==> config.mk <==
export PLATFORM = sky130hd
export DESIGN_NAME = length_prefixed_status_packet_parser_core
export DESIGN_NICKNAME = d
export VERILOG_FILES = /design/src/design/lsp_pkg.sv /design/src/design/lsp_front.sv /design/src/design/lsp_queue.sv /design/src/design/lsp_back.sv /design/src/design/length_prefixed_status_packet_parser_core.sv
export SDC_FILE = /design/constraint.sdc
export NUM_CORES = 1
export LEC_CHECK = 0
export BUFFER_PORTS_ARGS = -buffer_cell sky130_fd_sc_hd__buf_2
export CORE_AREA = 2 2 214 216
export CTS_CLUSTER_DIAMETER = 30
export DETAILED_ROUTE_END_ITERATION = 8
export DIE_AREA = 0 0 216 218
export GPL_TIMING_DRIVEN = 0
export PLACE_DENSITY = 0.71
export SLEW_MARGIN = 20
export SYNTH_ARGS = -nofsm -noshare
export SYNTH_HDL_FRONTEND = slang
export SYNTH_SLANG_ARGS = --single-unit
export TNS_END_PERCENT = 100
==> constraint.sdc <==
create_clock -name clock -period 19.95 [get_ports clock]
set_input_delay 3.99 -clock clock [delete_from_list [all_inputs] [get_ports clock]]
set_output_delay 3.99 -clock clock [all_outputs]
set_load 0.02 [all_outputs]
==> src/design/lsp_pkg.sv <==
// ----------------------------------------------------------------------------
// lsp_pkg: shared types and constants of the length-prefixed status packet parser
// Holds the parser phases, the command codes and the item passed from the front
// part to the back part.
// ----------------------------------------------------------------------------
package lsp_pkg;

   localparam int MaxPayloadDefault = 16;
   localparam int StoreBytesDefault = 64;

   typedef enum logic [1:0] {
      PH_HEADER = 2'd0,
      PH_LENGTH = 2'd1,
      PH_DATA   = 2'd2,
      PH_DRAIN  = 2'd3
   } phase_type;

   localparam logic [6:0] CMD_POLL  = 7'd0;
   localparam logic [6:0] CMD_KEY   = 7'd1;
   localparam logic [6:0] CMD_CURS  = 7'd2;
   localparam logic [6:0] CMD_CHAR  = 7'd3;
   localparam logic [6:0] CMD_PIXEL = 7'd4;
   localparam logic [6:0] CMD_AUDIO = 7'd5;
   localparam logic [6:0] CMD_MODE  = 7'd6;
   localparam logic [6:0] CMD_CLOCK = 7'd7;
   localparam logic [6:0] CMD_KBD   = 7'd8;

   localparam logic [7:0] FLAG_CHAR  = 8'h02;
   localparam logic [7:0] FLAG_PIXEL = 8'h04;
   localparam logic [7:0] FLAG_AUDIO = 8'h08;
   localparam logic [7:0] FLAG_MODE  = 8'h10;
   localparam logic [7:0] FLAG_CLOCK = 8'h20;

   localparam logic [7:0] VK_BS  = 8'h08;
   localparam logic [7:0] VK_DEL = 8'h7F;

   // work handed to the back part: a read, or a completed packet
   typedef struct packed {
      logic       is_pkt;
      logic [7:0] roff;
      logic [6:0] cmd;
      logic [7:0] len;
      logic [7:0][7:0] d;
   } work_type;

endpackage

==> src/design/lsp_front.sv <==
// ----------------------------------------------------------------------------
// lsp_front: byte parser
// Tracks header, length, payload and drain phases, collects payload bytes and
// emits one work item per read access or completed packet.
// ----------------------------------------------------------------------------
module lsp_front #(
   parameter int MAX_PAYLOAD = lsp_pkg::MaxPayloadDefault
) (
   input  logic              clock,
   input  logic              reset,
   input  logic              req_valid,
   output logic              req_ready,
   input  logic              req_func,
   input  logic [7:0]        req_rx_byte,
   input  logic [5:0]        req_read_offset,
   output logic              wk_valid,
   input  logic              wk_ready,
   output lsp_pkg::work_type wk_data
);
   localparam int BW = (MAX_PAYLOAD > 1) ? $clog2(MAX_PAYLOAD) : 1;

   lsp_pkg::phase_type phase_ff, phase_in;
   logic [6:0] cmd_ff, cmd_in;
   logic [7:0] len_ff, len_in;
   logic [7:0] seen_ff, seen_in;
   // only the first eight bytes are ever used by a command
   logic [7:0][7:0] buf_ff;
   logic       acc;
   logic [7:0] seen_p1;

   assign req_ready = wk_ready;
   assign acc = req_valid && req_ready;
   assign seen_p1 = seen_ff + 8'd1;

   always_comb begin
      phase_in = phase_ff;
      cmd_in   = cmd_ff;
      len_in   = len_ff;
      seen_in  = seen_ff;
      wk_valid = 1'b0;
      wk_data.is_pkt = 1'b0;
      wk_data.roff = {2'b00, req_read_offset};
      wk_data.cmd = cmd_ff;
      wk_data.len = len_ff;
      wk_data.d = buf_ff;
      if (seen_ff < 8'd8) begin
         wk_data.d[seen_ff[2:0]] = req_rx_byte;
      end
      if (req_valid && req_func) begin
         wk_valid = 1'b1;
      end else if (req_valid) begin
         case (phase_ff)
            lsp_pkg::PH_HEADER: begin
               if (req_rx_byte[7]) begin
                  cmd_in = req_rx_byte[6:0];
                  len_in = '0;
                  seen_in = '0;
                  phase_in = lsp_pkg::PH_LENGTH;
               end
            end
            lsp_pkg::PH_LENGTH: begin
               len_in = req_rx_byte;
               if (req_rx_byte == 8'd0) begin
                  phase_in = lsp_pkg::PH_HEADER;
                  cmd_in = '0;
               end else if (req_rx_byte > 8'(MAX_PAYLOAD)) begin
                  phase_in = lsp_pkg::PH_DRAIN;
               end else begin
                  phase_in = lsp_pkg::PH_DATA;
               end
            end
            lsp_pkg::PH_DRAIN: begin
               seen_in = seen_p1;
               if (seen_p1 >= len_ff) begin
                  phase_in = lsp_pkg::PH_HEADER;
                  cmd_in = '0; len_in = '0; seen_in = '0;
               end
            end
            lsp_pkg::PH_DATA: begin
               seen_in = seen_p1;
               if (seen_p1 >= len_ff) begin
                  wk_valid = 1'b1;
                  wk_data.is_pkt = 1'b1;
                  phase_in = lsp_pkg::PH_HEADER;
                  cmd_in = '0; len_in = '0; seen_in = '0;
               end
            end
            default: phase_in = lsp_pkg::PH_HEADER;
         endcase
      end
   end

   always_ff @(posedge clock) begin
      if (reset) begin
         phase_ff <= lsp_pkg::PH_HEADER;
         cmd_ff <= '0;
         len_ff <= '0;
         seen_ff <= '0;
      end else if (acc) begin
         phase_ff <= phase_in;
         cmd_ff <= cmd_in;
         len_ff <= len_in;
         seen_ff <= seen_in;
      end
   end

   always_ff @(posedge clock) begin
      if (acc && !req_func && phase_ff == lsp_pkg::PH_DATA && seen_ff < 8'd8
          && seen_ff < 8'(1 << BW) + 8'd8) begin
         buf_ff[seen_ff[2:0]] <= req_rx_byte;
      end
   end

   a_ready_follows: assert property (@(posedge clock) disable iff (reset)
      req_ready == wk_ready) else $error("ready not tied to queue space");
   a_len_nonzero: assert property (@(posedge clock) disable iff (reset)
      phase_ff == lsp_pkg::PH_DATA |-> len_ff != 8'd0 && len_ff <= 8'(MAX_PAYLOAD))
      else $error("payload phase with bad length");
   a_read_issues: assert property (@(posedge clock) disable iff (reset)
      req_valid && req_func |-> wk_valid && !wk_data.is_pkt)
      else $error("read access not issued");
endmodule

==> src/design/lsp_queue.sv <==
// ----------------------------------------------------------------------------
// lsp_queue: two-entry work queue
// Parts the parser from the store update so either side can stall.
// ----------------------------------------------------------------------------
module lsp_queue (
   input  logic              clock,
   input  logic              reset,
   input  logic              in_valid,
   output logic              in_ready,
   input  lsp_pkg::work_type in_data,
   output logic              out_valid,
   input  logic              out_ready,
   output lsp_pkg::work_type out_data
);
   lsp_pkg::work_type mem_ff [2];
   logic       wp_ff, rp_ff;
   logic [1:0] cnt_ff;
   logic       push, pop;

   assign in_ready = cnt_ff != 2'd2;
   assign out_valid = cnt_ff != 2'd0;
   assign out_data = mem_ff[rp_ff];
   assign push = in_valid && in_ready;
   assign pop = out_valid && out_ready;

   always_ff @(posedge clock) begin
      if (reset) begin
         wp_ff <= 1'b0;
         rp_ff <= 1'b0;
         cnt_ff <= '0;
      end else begin
         if (push) wp_ff <= ~wp_ff;
         if (pop) rp_ff <= ~rp_ff;
         cnt_ff <= cnt_ff + {1'b0, push} - {1'b0, pop};
      end
   end

   always_ff @(posedge clock) begin
      if (push) mem_ff[wp_ff] <= in_data;
   end

   a_no_over: assert property (@(posedge clock) disable iff (reset)
      cnt_ff <= 2'd2) else $error("queue overflow");
   a_ptrs: assert property (@(posedge clock) disable iff (reset)
      (cnt_ff == 2'd0 || cnt_ff == 2'd2) |-> wp_ff == rp_ff)
      else $error("queue pointers out of step");
   a_pop_moves: assert property (@(posedge clock) disable iff (reset)
      pop && !push |=> cnt_ff == $past(cnt_ff) - 2'd1) else $error("pop lost");
endmodule

==> src/design/lsp_back.sv <==
// ----------------------------------------------------------------------------
// lsp_back: status store update and result register
// Applies a completed packet to the status store at once, or reads one
// byte of it, and holds the result for the receiver.
// ----------------------------------------------------------------------------
module lsp_back #(
   parameter int STORE_BYTES = lsp_pkg::StoreBytesDefault
) (
   input  logic              clock,
   input  logic              reset,
   input  logic [7:0]        poll_echo,
   input  logic              wk_valid,
   output logic              wk_ready,
   input  lsp_pkg::work_type wk_data,
   output logic              rsp_valid,
   input  logic              rsp_ready,
   output logic              rsp_kind,
   output logic [6:0]        rsp_packet_cmd,
   output logic              rsp_key_valid,
   output logic [7:0]        rsp_key_ascii,
   output logic              rsp_poll_matched,
   output logic              rsp_mode_arrived,
   output logic              rsp_pixel_arrived,
   output logic [7:0]        rsp_read_data
);
   localparam int SW = $clog2(STORE_BYTES);

   // fixed-place registers; each byte written at a fixed offset, read by one port
   logic [7:0] st_ff [STORE_BYTES];
   logic [7:0] st_in [STORE_BYTES];
   logic       screen_ff, screen_in;
   logic       vld_ff;
   logic       kind_ff, kind_in, kv_in, kv_ff, pm_in, pm_ff, ma_in, ma_ff, pa_in, pa_ff;
   logic [6:0] cmd_ff;
   logic [7:0] ka_in, ka_ff, rd_in, rd_ff;
   logic       take;
   logic [7:0] asc, vk, dn;

   assign wk_ready = !vld_ff || rsp_ready;
   assign take = wk_valid && wk_ready;

   always_comb begin
      st_in = st_ff;
      screen_in = screen_ff;
      kind_in = wk_data.is_pkt;
      kv_in = 1'b0; ka_in = '0; pm_in = 1'b0; ma_in = 1'b0; pa_in = 1'b0;
      rd_in = (int'(wk_data.roff) < STORE_BYTES) ? st_ff[wk_data.roff[SW-1:0]] : 8'd0;
      asc = wk_data.d[0]; vk = wk_data.d[2]; dn = wk_data.d[3];
      if (wk_data.is_pkt) begin
         rd_in = '0;
         case (wk_data.cmd)
            lsp_pkg::CMD_POLL:
               pm_in = (wk_data.len >= 8'd1) && (wk_data.d[0] == poll_echo);
            lsp_pkg::CMD_CURS: if (wk_data.len >= 8'd2) begin
               st_in['h07] = wk_data.d[0]; st_in['h08] = wk_data.d[1];
            end
            lsp_pkg::CMD_CHAR: if (wk_data.len >= 8'd1) begin
               st_in['h09] = wk_data.d[0];
               st_in[4] = st_ff[4] | lsp_pkg::FLAG_CHAR;
            end
            lsp_pkg::CMD_PIXEL: if (wk_data.len >= 8'd4) begin
               st_in['h0A] = wk_data.d[0]; st_in['h0B] = wk_data.d[1];
               st_in['h0C] = wk_data.d[2]; st_in['h16] = wk_data.d[3];
               st_in[4] = st_ff[4] | lsp_pkg::FLAG_PIXEL;
               pa_in = 1'b1;
            end
            lsp_pkg::CMD_AUDIO: if (wk_data.len >= 8'd1) begin
               st_in['h0D] = wk_data.d[0]; st_in['h0E] = 8'd1;
               st_in[4] = st_ff[4] | lsp_pkg::FLAG_AUDIO;
            end
            lsp_pkg::CMD_MODE: if (wk_data.len >= 8'd8) begin
               for (int i = 0; i < 4; i++) st_in['h0F + i] = wk_data.d[i];
               st_in['h13] = wk_data.d[4]; st_in['h14] = wk_data.d[5];
               st_in['h15] = wk_data.d[6]; st_in['h27] = wk_data.d[7];
               st_in[4] = st_ff[4] | lsp_pkg::FLAG_MODE;
               screen_in = 1'b1;
               ma_in = 1'b1;
            end
            lsp_pkg::CMD_CLOCK: if (wk_data.len >= 8'd6) begin
               for (int i = 0; i < 6; i++) st_in['h1A + i] = wk_data.d[i];
               st_in[4] = st_ff[4] | lsp_pkg::FLAG_CLOCK;
            end
            lsp_pkg::CMD_KBD: if (wk_data.len >= 8'd5) begin
               for (int i = 0; i < 5; i++) st_in['h20 + i] = wk_data.d[i];
            end
            lsp_pkg::CMD_KEY: if (wk_data.len >= 8'd4) begin
               st_in['h17] = vk; st_in['h18] = dn;
               st_in['h19] = st_ff['h19] + 8'd1;
               if (dn != 8'd0) begin
                  st_in['h05] = asc; st_in['h06] = wk_data.d[1];
                  if (asc == 8'd0 && (vk == lsp_pkg::VK_BS || vk == lsp_pkg::VK_DEL))
                     asc = vk;
                  kv_in = asc != 8'd0;
                  ka_in = asc;
               end else begin
                  st_in['h05] = 8'd0;
               end
            end
            default: ;
         endcase
      end
   end

   always_ff @(posedge clock) begin
      if (reset) begin
         for (int i = 0; i < STORE_BYTES; i++) st_ff[i] <= '0;
         screen_ff <= 1'b0;
         vld_ff <= 1'b0;
      end else begin
         if (take && wk_data.is_pkt) begin
            st_ff <= st_in;
            screen_ff <= screen_in;
         end
         if (take) vld_ff <= 1'b1;
         else if (rsp_ready) vld_ff <= 1'b0;
      end
   end

   always_ff @(posedge clock) begin
      if (take) begin
         kind_ff <= kind_in; cmd_ff <= kind_in ? wk_data.cmd : 7'd0;
         kv_ff <= kv_in; ka_ff <= ka_in; pm_ff <= pm_in;
         ma_ff <= ma_in; pa_ff <= pa_in; rd_ff <= rd_in;
      end
   end

   assign rsp_valid = vld_ff;
   assign rsp_kind = kind_ff;
   assign rsp_packet_cmd = cmd_ff;
   assign rsp_key_valid = kv_ff;
   assign rsp_key_ascii = ka_ff;
   assign rsp_poll_matched = pm_ff;
   assign rsp_mode_arrived = ma_ff;
   assign rsp_pixel_arrived = pa_ff;
   assign rsp_read_data = rd_ff;

   a_read_clean: assert property (@(posedge clock) disable iff (reset)
      vld_ff && !kind_ff |-> cmd_ff == 7'd0 && !kv_ff && !ma_ff && !pa_ff)
      else $error("read result carries report fields");
   a_key_ascii: assert property (@(posedge clock) disable iff (reset)
      vld_ff |-> kv_ff == (ka_ff != 8'd0)) else $error("key flag mismatch");
   a_mode_screen: assert property (@(posedge clock) disable iff (reset)
      vld_ff && ma_ff |-> screen_ff) else $error("mode without screen");
endmodule

==> src/design/length_prefixed_status_packet_parser_core.sv <==
// ----------------------------------------------------------------------------
// length_prefixed_status_packet_parser_core: packet parser with status store
// Parses a byte stream of length-prefixed packets into a status store and serves store reads.
// ----------------------------------------------------------------------------
// Usage: feed items on req_ (req_func 0 with req_rx_byte for a stream byte,
// 1 with req_read_offset to read a store byte). A read, or the last payload
// byte of a packet of at most MAX_PAYLOAD bytes, yields one item on rsp_; other
// bytes yield none. The user must write csr_write_data with csr_write_enable
// only while the block is idle; the block itself does not enforce this.
// An accepted item passes the parser into a two-entry queue, then the store
// update into the result register, which drives rsp_valid.
// Throughput: one item per cycle while the receiver takes responses; the store
// update applies a whole packet at once from the queued payload bytes.
// Reset clears the parser, the store, the queue and the result valid flag.
// When the receiver stalls, the result register holds, the queue fills and
// req_ready falls once both queue entries are taken.
// ----------------------------------------------------------------------------
module length_prefixed_status_packet_parser_core #(
   parameter int MAX_PAYLOAD = lsp_pkg::MaxPayloadDefault,
   parameter int STORE_BYTES = lsp_pkg::StoreBytesDefault
) (
   input  logic       clock,
   input  logic       reset,
   input  logic       req_valid,
   output logic       req_ready,
   input  logic       req_func,
   input  logic [7:0] req_rx_byte,
   input  logic [5:0] req_read_offset,
   output logic       rsp_valid,
   input  logic       rsp_ready,
   output logic       rsp_kind,
   output logic [6:0] rsp_packet_cmd,
   output logic       rsp_key_valid,
   output logic [7:0] rsp_key_ascii,
   output logic       rsp_poll_matched,
   output logic       rsp_mode_arrived,
   output logic       rsp_pixel_arrived,
   output logic [7:0] rsp_read_data,
   input  logic       csr_write_enable,
   input  logic [7:0] csr_write_data
);
   logic [7:0] echo_ff;
   logic fw_valid, fw_ready, bw_valid, bw_ready;
   lsp_pkg::work_type fw_data, bw_data;

   always_ff @(posedge clock) begin
      if (reset) echo_ff <= '0;
      else if (csr_write_enable) echo_ff <= csr_write_data;
   end

   lsp_front #(.MAX_PAYLOAD(MAX_PAYLOAD)) u_front (
      .clock, .reset, .req_valid, .req_ready, .req_func, .req_rx_byte,
      .req_read_offset, .wk_valid(fw_valid), .wk_ready(fw_ready), .wk_data(fw_data));

   lsp_queue u_queue (
      .clock, .reset, .in_valid(fw_valid), .in_ready(fw_ready), .in_data(fw_data),
      .out_valid(bw_valid), .out_ready(bw_ready), .out_data(bw_data));

   lsp_back #(.STORE_BYTES(STORE_BYTES)) u_back (
      .clock, .reset, .poll_echo(echo_ff), .wk_valid(bw_valid), .wk_ready(bw_ready),
      .wk_data(bw_data), .rsp_valid, .rsp_ready, .rsp_kind, .rsp_packet_cmd,
      .rsp_key_valid, .rsp_key_ascii, .rsp_poll_matched, .rsp_mode_arrived,
      .rsp_pixel_arrived, .rsp_read_data);
endmodule

# [Word-level counts from Yosys, hierarchy flattened]
# Memory sizes are Yosys's and may differ from the RTL's. A register that Yosys moved wholly into a read port is not among the register bits.
# Cells that the tools add are included.
[totals] reg_bits=392 wordCells=204 mem_count=1 out_inout_bits=30 mem_bits_ro=0 ram_bits=172 latchBits=0 input_bits=28
[op_classes] bitwise=10 eq_ne=18 magnitude_cmp=14 shift=0 mux=46 reduce_logical=48 n_addsub=4 div_mod_pow=0 n_mul=0
[mem_list] memory="u_queue.mem_ff" words=2 width=86 rd=1 rd_ports_with_merged_regs=1 write_ports=1 line="lsp_queue.sv:15" text="lsp_pkg::work_type mem_ff [2];"
[ops] cell="$mux 8" count=12
[ops] cell="$bwmux 64" count=1
[ops] cell="$mux 64" count=1
[ops] cell="$bmux 8 s6" count=1
[ops] cell="$reduce_and 8->1" count=5
[ops] cell="$reduce_and 4->1" count=9
[ops] cell="$pmux 6 s5" count=1
[ops] cell="$eq 7x3->1 const B" count=4
[ops] cell="$demux 8 s3" count=1
[ops] cell="$ge 8x3->1 const B" count=3
[ops] cell="$pmux 8 s3" count=1
[ops] cell="$mux 7" count=3
[ops] cell="$pmux 7 s3" count=1
[ops] cell="$add 8x1->8 const B" count=2
[ops] cell="$logic_not 8->1" count=2
[ops] cell="$pmux 8 s2" count=1
[ops] cell="$reduce_bool 8->1" count=2
[ops] cell="$reduce_and 5->1" count=3
[ops] cell="$eq 7x2->1 const B" count=2
[ops] cell="$mux 1" count=14
[ops] cell="$logic_and 1x1->1" count=12
[ops] cell="$not 1->1" count=9
[ops] cell="$eq 8x4->1 const B" count=1
[ops] cell="$eq 8x7->1 const B" count=1
[ops] cell="35 further kinds" count=48

# [Logic depth before layout (Yosys ltp)]
[logic_depth] word_depth=9 mapped_depth=15

# [Cells and area by module]
# Synthesis repeated with hierarchy kept, for this count alone.
[hier_totals] cells_unflattened=2109 hier_area_um2=24750.0
[by_module_without_submodules] module="lsp_back" area_each_um2=12747.2 instances=1 seq_area_each_um2=6105.9 cells_each=1375
[by_module_without_submodules] module="lsp_queue" area_each_um2=6615.1 instances=1 seq_area_each_um2=5385.2 cells_each=303
[by_module_without_submodules] module="lsp_front" area_each_um2=5102.4 instances=1 seq_area_each_um2=2422.3 cells_each=405
[by_module_without_submodules] module="length_prefixed_status_packet_parser_core" area_each_um2=285.3 instances=1 seq_area_each_um2=160.2 cells_each=26

# [Worst setup path before layout]
# OpenSTA, ideal clock, no wires.
[synth_path] path_type="input -> register" start="input req_func" end="register u_front.buf_ff[0] (netlist bit) (enable)" required_time_ns=19.305 cell_stages=1 path_buffers=0 arrival_time_ns=10.227 path_slack_ns=9.078 setup_time_ns=0.645 path_cell_list="nor4_1"
[synth_via] elab_chain_cells=5
[synth_rtl] element="from (decl)" line="length_prefixed_status_packet_parser_core.sv:26" text="input logic req_func,"
[synth_rtl] element="$logic_not 1->1" line="lsp_front.sv:108" text="if (acc && !req_func && phase_ff == lsp_pkg::PH_DATA && seen_ff < 8'd8"
[synth_rtl] element="$logic_and 1x1->1 (3 in a row)" line="lsp_front.sv:108"
[synth_rtl] element="$logic_and 1x1->1" line="lsp_front.sv:109" text="&& seen_ff < 8'(1 << BW) + 8'd8) begin"
[synth_rtl] element="to (signal, indexed assignment)" line="lsp_front.sv:110" text="buf_ff[seen_ff[2:0]] <= req_rx_byte;"
[synth_rtl] element="to (decl)" line="lsp_front.sv:27" text="logic [7:0][7:0] buf_ff;"
# Every way passes these cells.
# A chain may end at the register's enable or synchronous reset.

# [Final worst setup path]
[layout_path] start="input req_valid" end="register u_front.buf_ff[27] (netlist bit) (enable)"
[layout_via] elab_chain_cells=5
[layout_rtl] element="from (decl)" line="length_prefixed_status_packet_parser_core.sv:24" text="input logic req_valid,"
[layout_rtl] element="$logic_and 1x1->1" line="lsp_front.sv:32" text="assign acc = req_valid && req_ready;"
[layout_rtl] element="$logic_and 1x1->1 (3 in a row)" line="lsp_front.sv:108"
[layout_rtl] element="$logic_and 1x1->1" line="lsp_front.sv:109"
# Every way passes these cells.

==> impl_metrics.ini <==
[grt]
grtUsageTotal_pct = 34.86
grt_pass1_vias = 18538
grt_pass1_wl_mm = 120.1
grt_start_max_net_pins = 47
antenna_found_initial = 1
overflow = 0

[clock_network]
cts_hold_buf = 0
clkTransAtPathRegs_ns = 0.05
cts_inserted_buffers = 113
clkLatencyLatePin_ns = 0.67
cts.sinks = 565
post_cts_resized = 0
cts-root-buf = clkbuf_16
cts_tree = done
cts_buffer_depth = 3
post-cts-setup-buffer-count = 0
htree_num_levels = 3

[worst_setup_path]
crit_fanout = 7
worstPathCellList = buf_2 -> nand2_1 -> nor4_2 -> buf_4 -> buf_4 -> buf_2 -> buf_2 -> buf_2 -> buf_4
cpPeakStageDelay_ns = 0.70
path_buf_inv = 7
endpoint_kind = flop
crit_required_ns = 20.32
crit_type = in -> reg
slowest_stage = nor4_2
startpoint_type = primary input
critPathArrivalTime_ns = 6.28
crit_family = buffers and inverters
crit_path_frequent_cell = buf_2

[die]
start_util_pct = 54.48
rows = 78
die_area_sq_mm = 0.04709
die_w_um = 216
core_sq_mm = 0.04489
ioPinCount = 58
fp.dieH_um = 218

[sta]
setup_viol = 0
fmax_mhz = 169.1
period_share_pct = 29.64
relSlewSlack_pct = 16.29
grt_setup_unrepaired = no
hold_viol = 0
fin_crit_ns = 5.913
clock_skew_ns = 0.03520
finalMaxSlewViolations = 0
worstMarginPinSlew_ns = 1.231
finalSetupTns_ns = 0

[detailed_routing]
vias_per_cell = 6.252
first_pass_iters = 6
first_iter_violations = 2202
routed_wl_mm = 82.17
drc = 0
wire_per_inst_um = 27.06
route.vias.total = 18980
ant_nets = 0

[synthesis]
synthesis.nets = 2190
synth_top_area_share_pct = 32.42
synth_common_cells = 301 x dfxtp_1, 266 x nor2_1, 264 x edfxtp_1
synth_top_area_cell = edfxtp_1
synth.most_common_cell = dfxtp_1
synth-edff-count = 264
yosysWarnings = 0
ys_seq_elements = 565
syn_avg_cell_area_sq_um = 11.37
synthArstFlopShare_pct = 0
synthFlopType = dfxtp_1
seq_area_frac_synth_pct = 57.06
synth.distinct_cells = 87
yosys-top-cells-area = edfxtp_1 32%, dfxtp_1 25%, mux2_2 6.8%, a211oi_1 5.5%, mux2i_1 4.5%
synth_area_sq_mm = 0.02446
syn_inst = 2150

[placement]
port_buffers = 55
placed_cells = 2825
dp_hpwl_mm = 58.50
place_congestion = 0.9802

[finish]
final-instance-count-excl-fill = 3036
area_growth_pct = 21.93
layout-drive-gt1-share_pct = 23.15
multi_input_area_sq_mm = 0.009754
num_antenna_cells = 0
seq_area_sq_mm = 0.01395
fillers = 3381
fin_nets = 2380

[power]
p_per_area_mw_per_mm2 = 130.5
vdd_drop_max_v = 0.0001393
p_leak_nw = 10.04

[flow_run]
cap_viol_max_count = 0

[min_path]
hp-class = reg -> reg

[run_status]
status = complete, no violations
layout make-up:
class	instances	share of cell area, %
Sequential cell	565	46.79
Tap cell	600	2.518
Timing Repair Buffer	75	1.720
Multi-Input combinational cell	1410	32.71
Clock inverter	71	3.097
Buffer	149	2.492
Clock buffer	140	10.34
Inverter	26	0.3273
flip-flops by register name (all words and copies together), names as in the netlist, 7 cells and up, named ones only:
name	cells
u_front.len_ff	8
u_back.rsp_key_ascii	8
u_back.st_ff	262
u_back.rsp_packet_cmd	7
u_front.buf_ff	64
u_front.cmd_ff	7
u_front.seen_ff	8
echo_ff	8
u_back.rsp_read_data	8
u_queue.mem_ff	172
where the power goes:
group	leakage, nW	internal, mW	switching, mW
logic	3.34	0.180	0.442
registers	4.78	1.29	0.0275
clock network	1.92	1.31	0.647
per-stage QoR:
step | hold WS (ns) | setup WS [ns] | cell area [sq um] | total power, mW | utilization, %
4_1_cts | 0.4491 | 14.07 | 29810 | 3.878 | 66.41
6_report | 0.4488 | 14.04 | 29820 | 3.891 | 66.42
3_5_place_dp | 0.4403 | 13.39 | 25810 | 1.937 | 57.49
5_1_grt | 0.4638 | 13.96 | 29820 | 3.974 | 66.42
3_3_place_gp | 0.4349 | 5.905 | 25480 | 1.914 | 56.76
2_1_floorplan | 0.4192 | 9.078 | 24460 | 1.676 | -
per-layer routing:
| metal | GRT usage, % | vias to the layer above | part of all wire [%] |
|---|---|---|---|
| li1 | - | 8342 | - |
| met2 | 55.53 | 1031 | 46 |
| met1 | 45.42 | 9356 | 40 |
| met5 | 0 | - | 0 |
| met3 | 6.932 | 251 | 8.9 |
| met4 | 17.95 | 0 | 5.3 |
placed cells by master (no fill, tap or decap), types with 96 or more instances in the layout:
| cell | count |
|---|---|
| dfxtp_1 | 301 |
| nor2_1 | 265 |
| edfxtp_1 | 264 |
| nand2_1 | 199 |
| a211oi_1 | 180 |
| mux2_2 | 148 |
| clkbuf_16 | 117 |
| buf_2 | 113 |
| a21oi_1 | 98 |
| mux2i_1 | 96 |
final timing paths:
path	start	end	slack [ns]	cells past startpoint
setup / recovery	req_valid	u_front.buf_ff[27]	14.04	9
hold reg to reg	u_back.st_ff[280]	u_back.st_ff[280]	0.45	2
setup reg to reg	u_front.seen_ff[0]	u_queue.mem_ff[1][25]	15.08	13
hold / removal	u_back.st_ff[280]	u_back.st_ff[280]	0.45	2
worst min-delay path, delay by kind of cell, from the launching register on:
family / cells / cell delay, ns
flops: 1 / 0.30
simple gates: 1 / 0.05
compound gates: 1 / 0.05
cell families (layout without fill, tap and decap cells):
group | count (synthesis) | count (layout) | synth area share, %
AOI/OAI and AO/OA | 408 | 408 | 11.82
xor gates and xnor gates | 20 | 20 | 0.7162
adders and majority gates | 12 | 12 | 0.6139
buffers and inverters | 175 | 461 | 3.438
DFF | 565 | 565 | 57.06
muxes | 281 | 281 | 13.32
and+or+nand+nor | 689 | 689 | 13.04
Power figures use the tool's default switching activity.
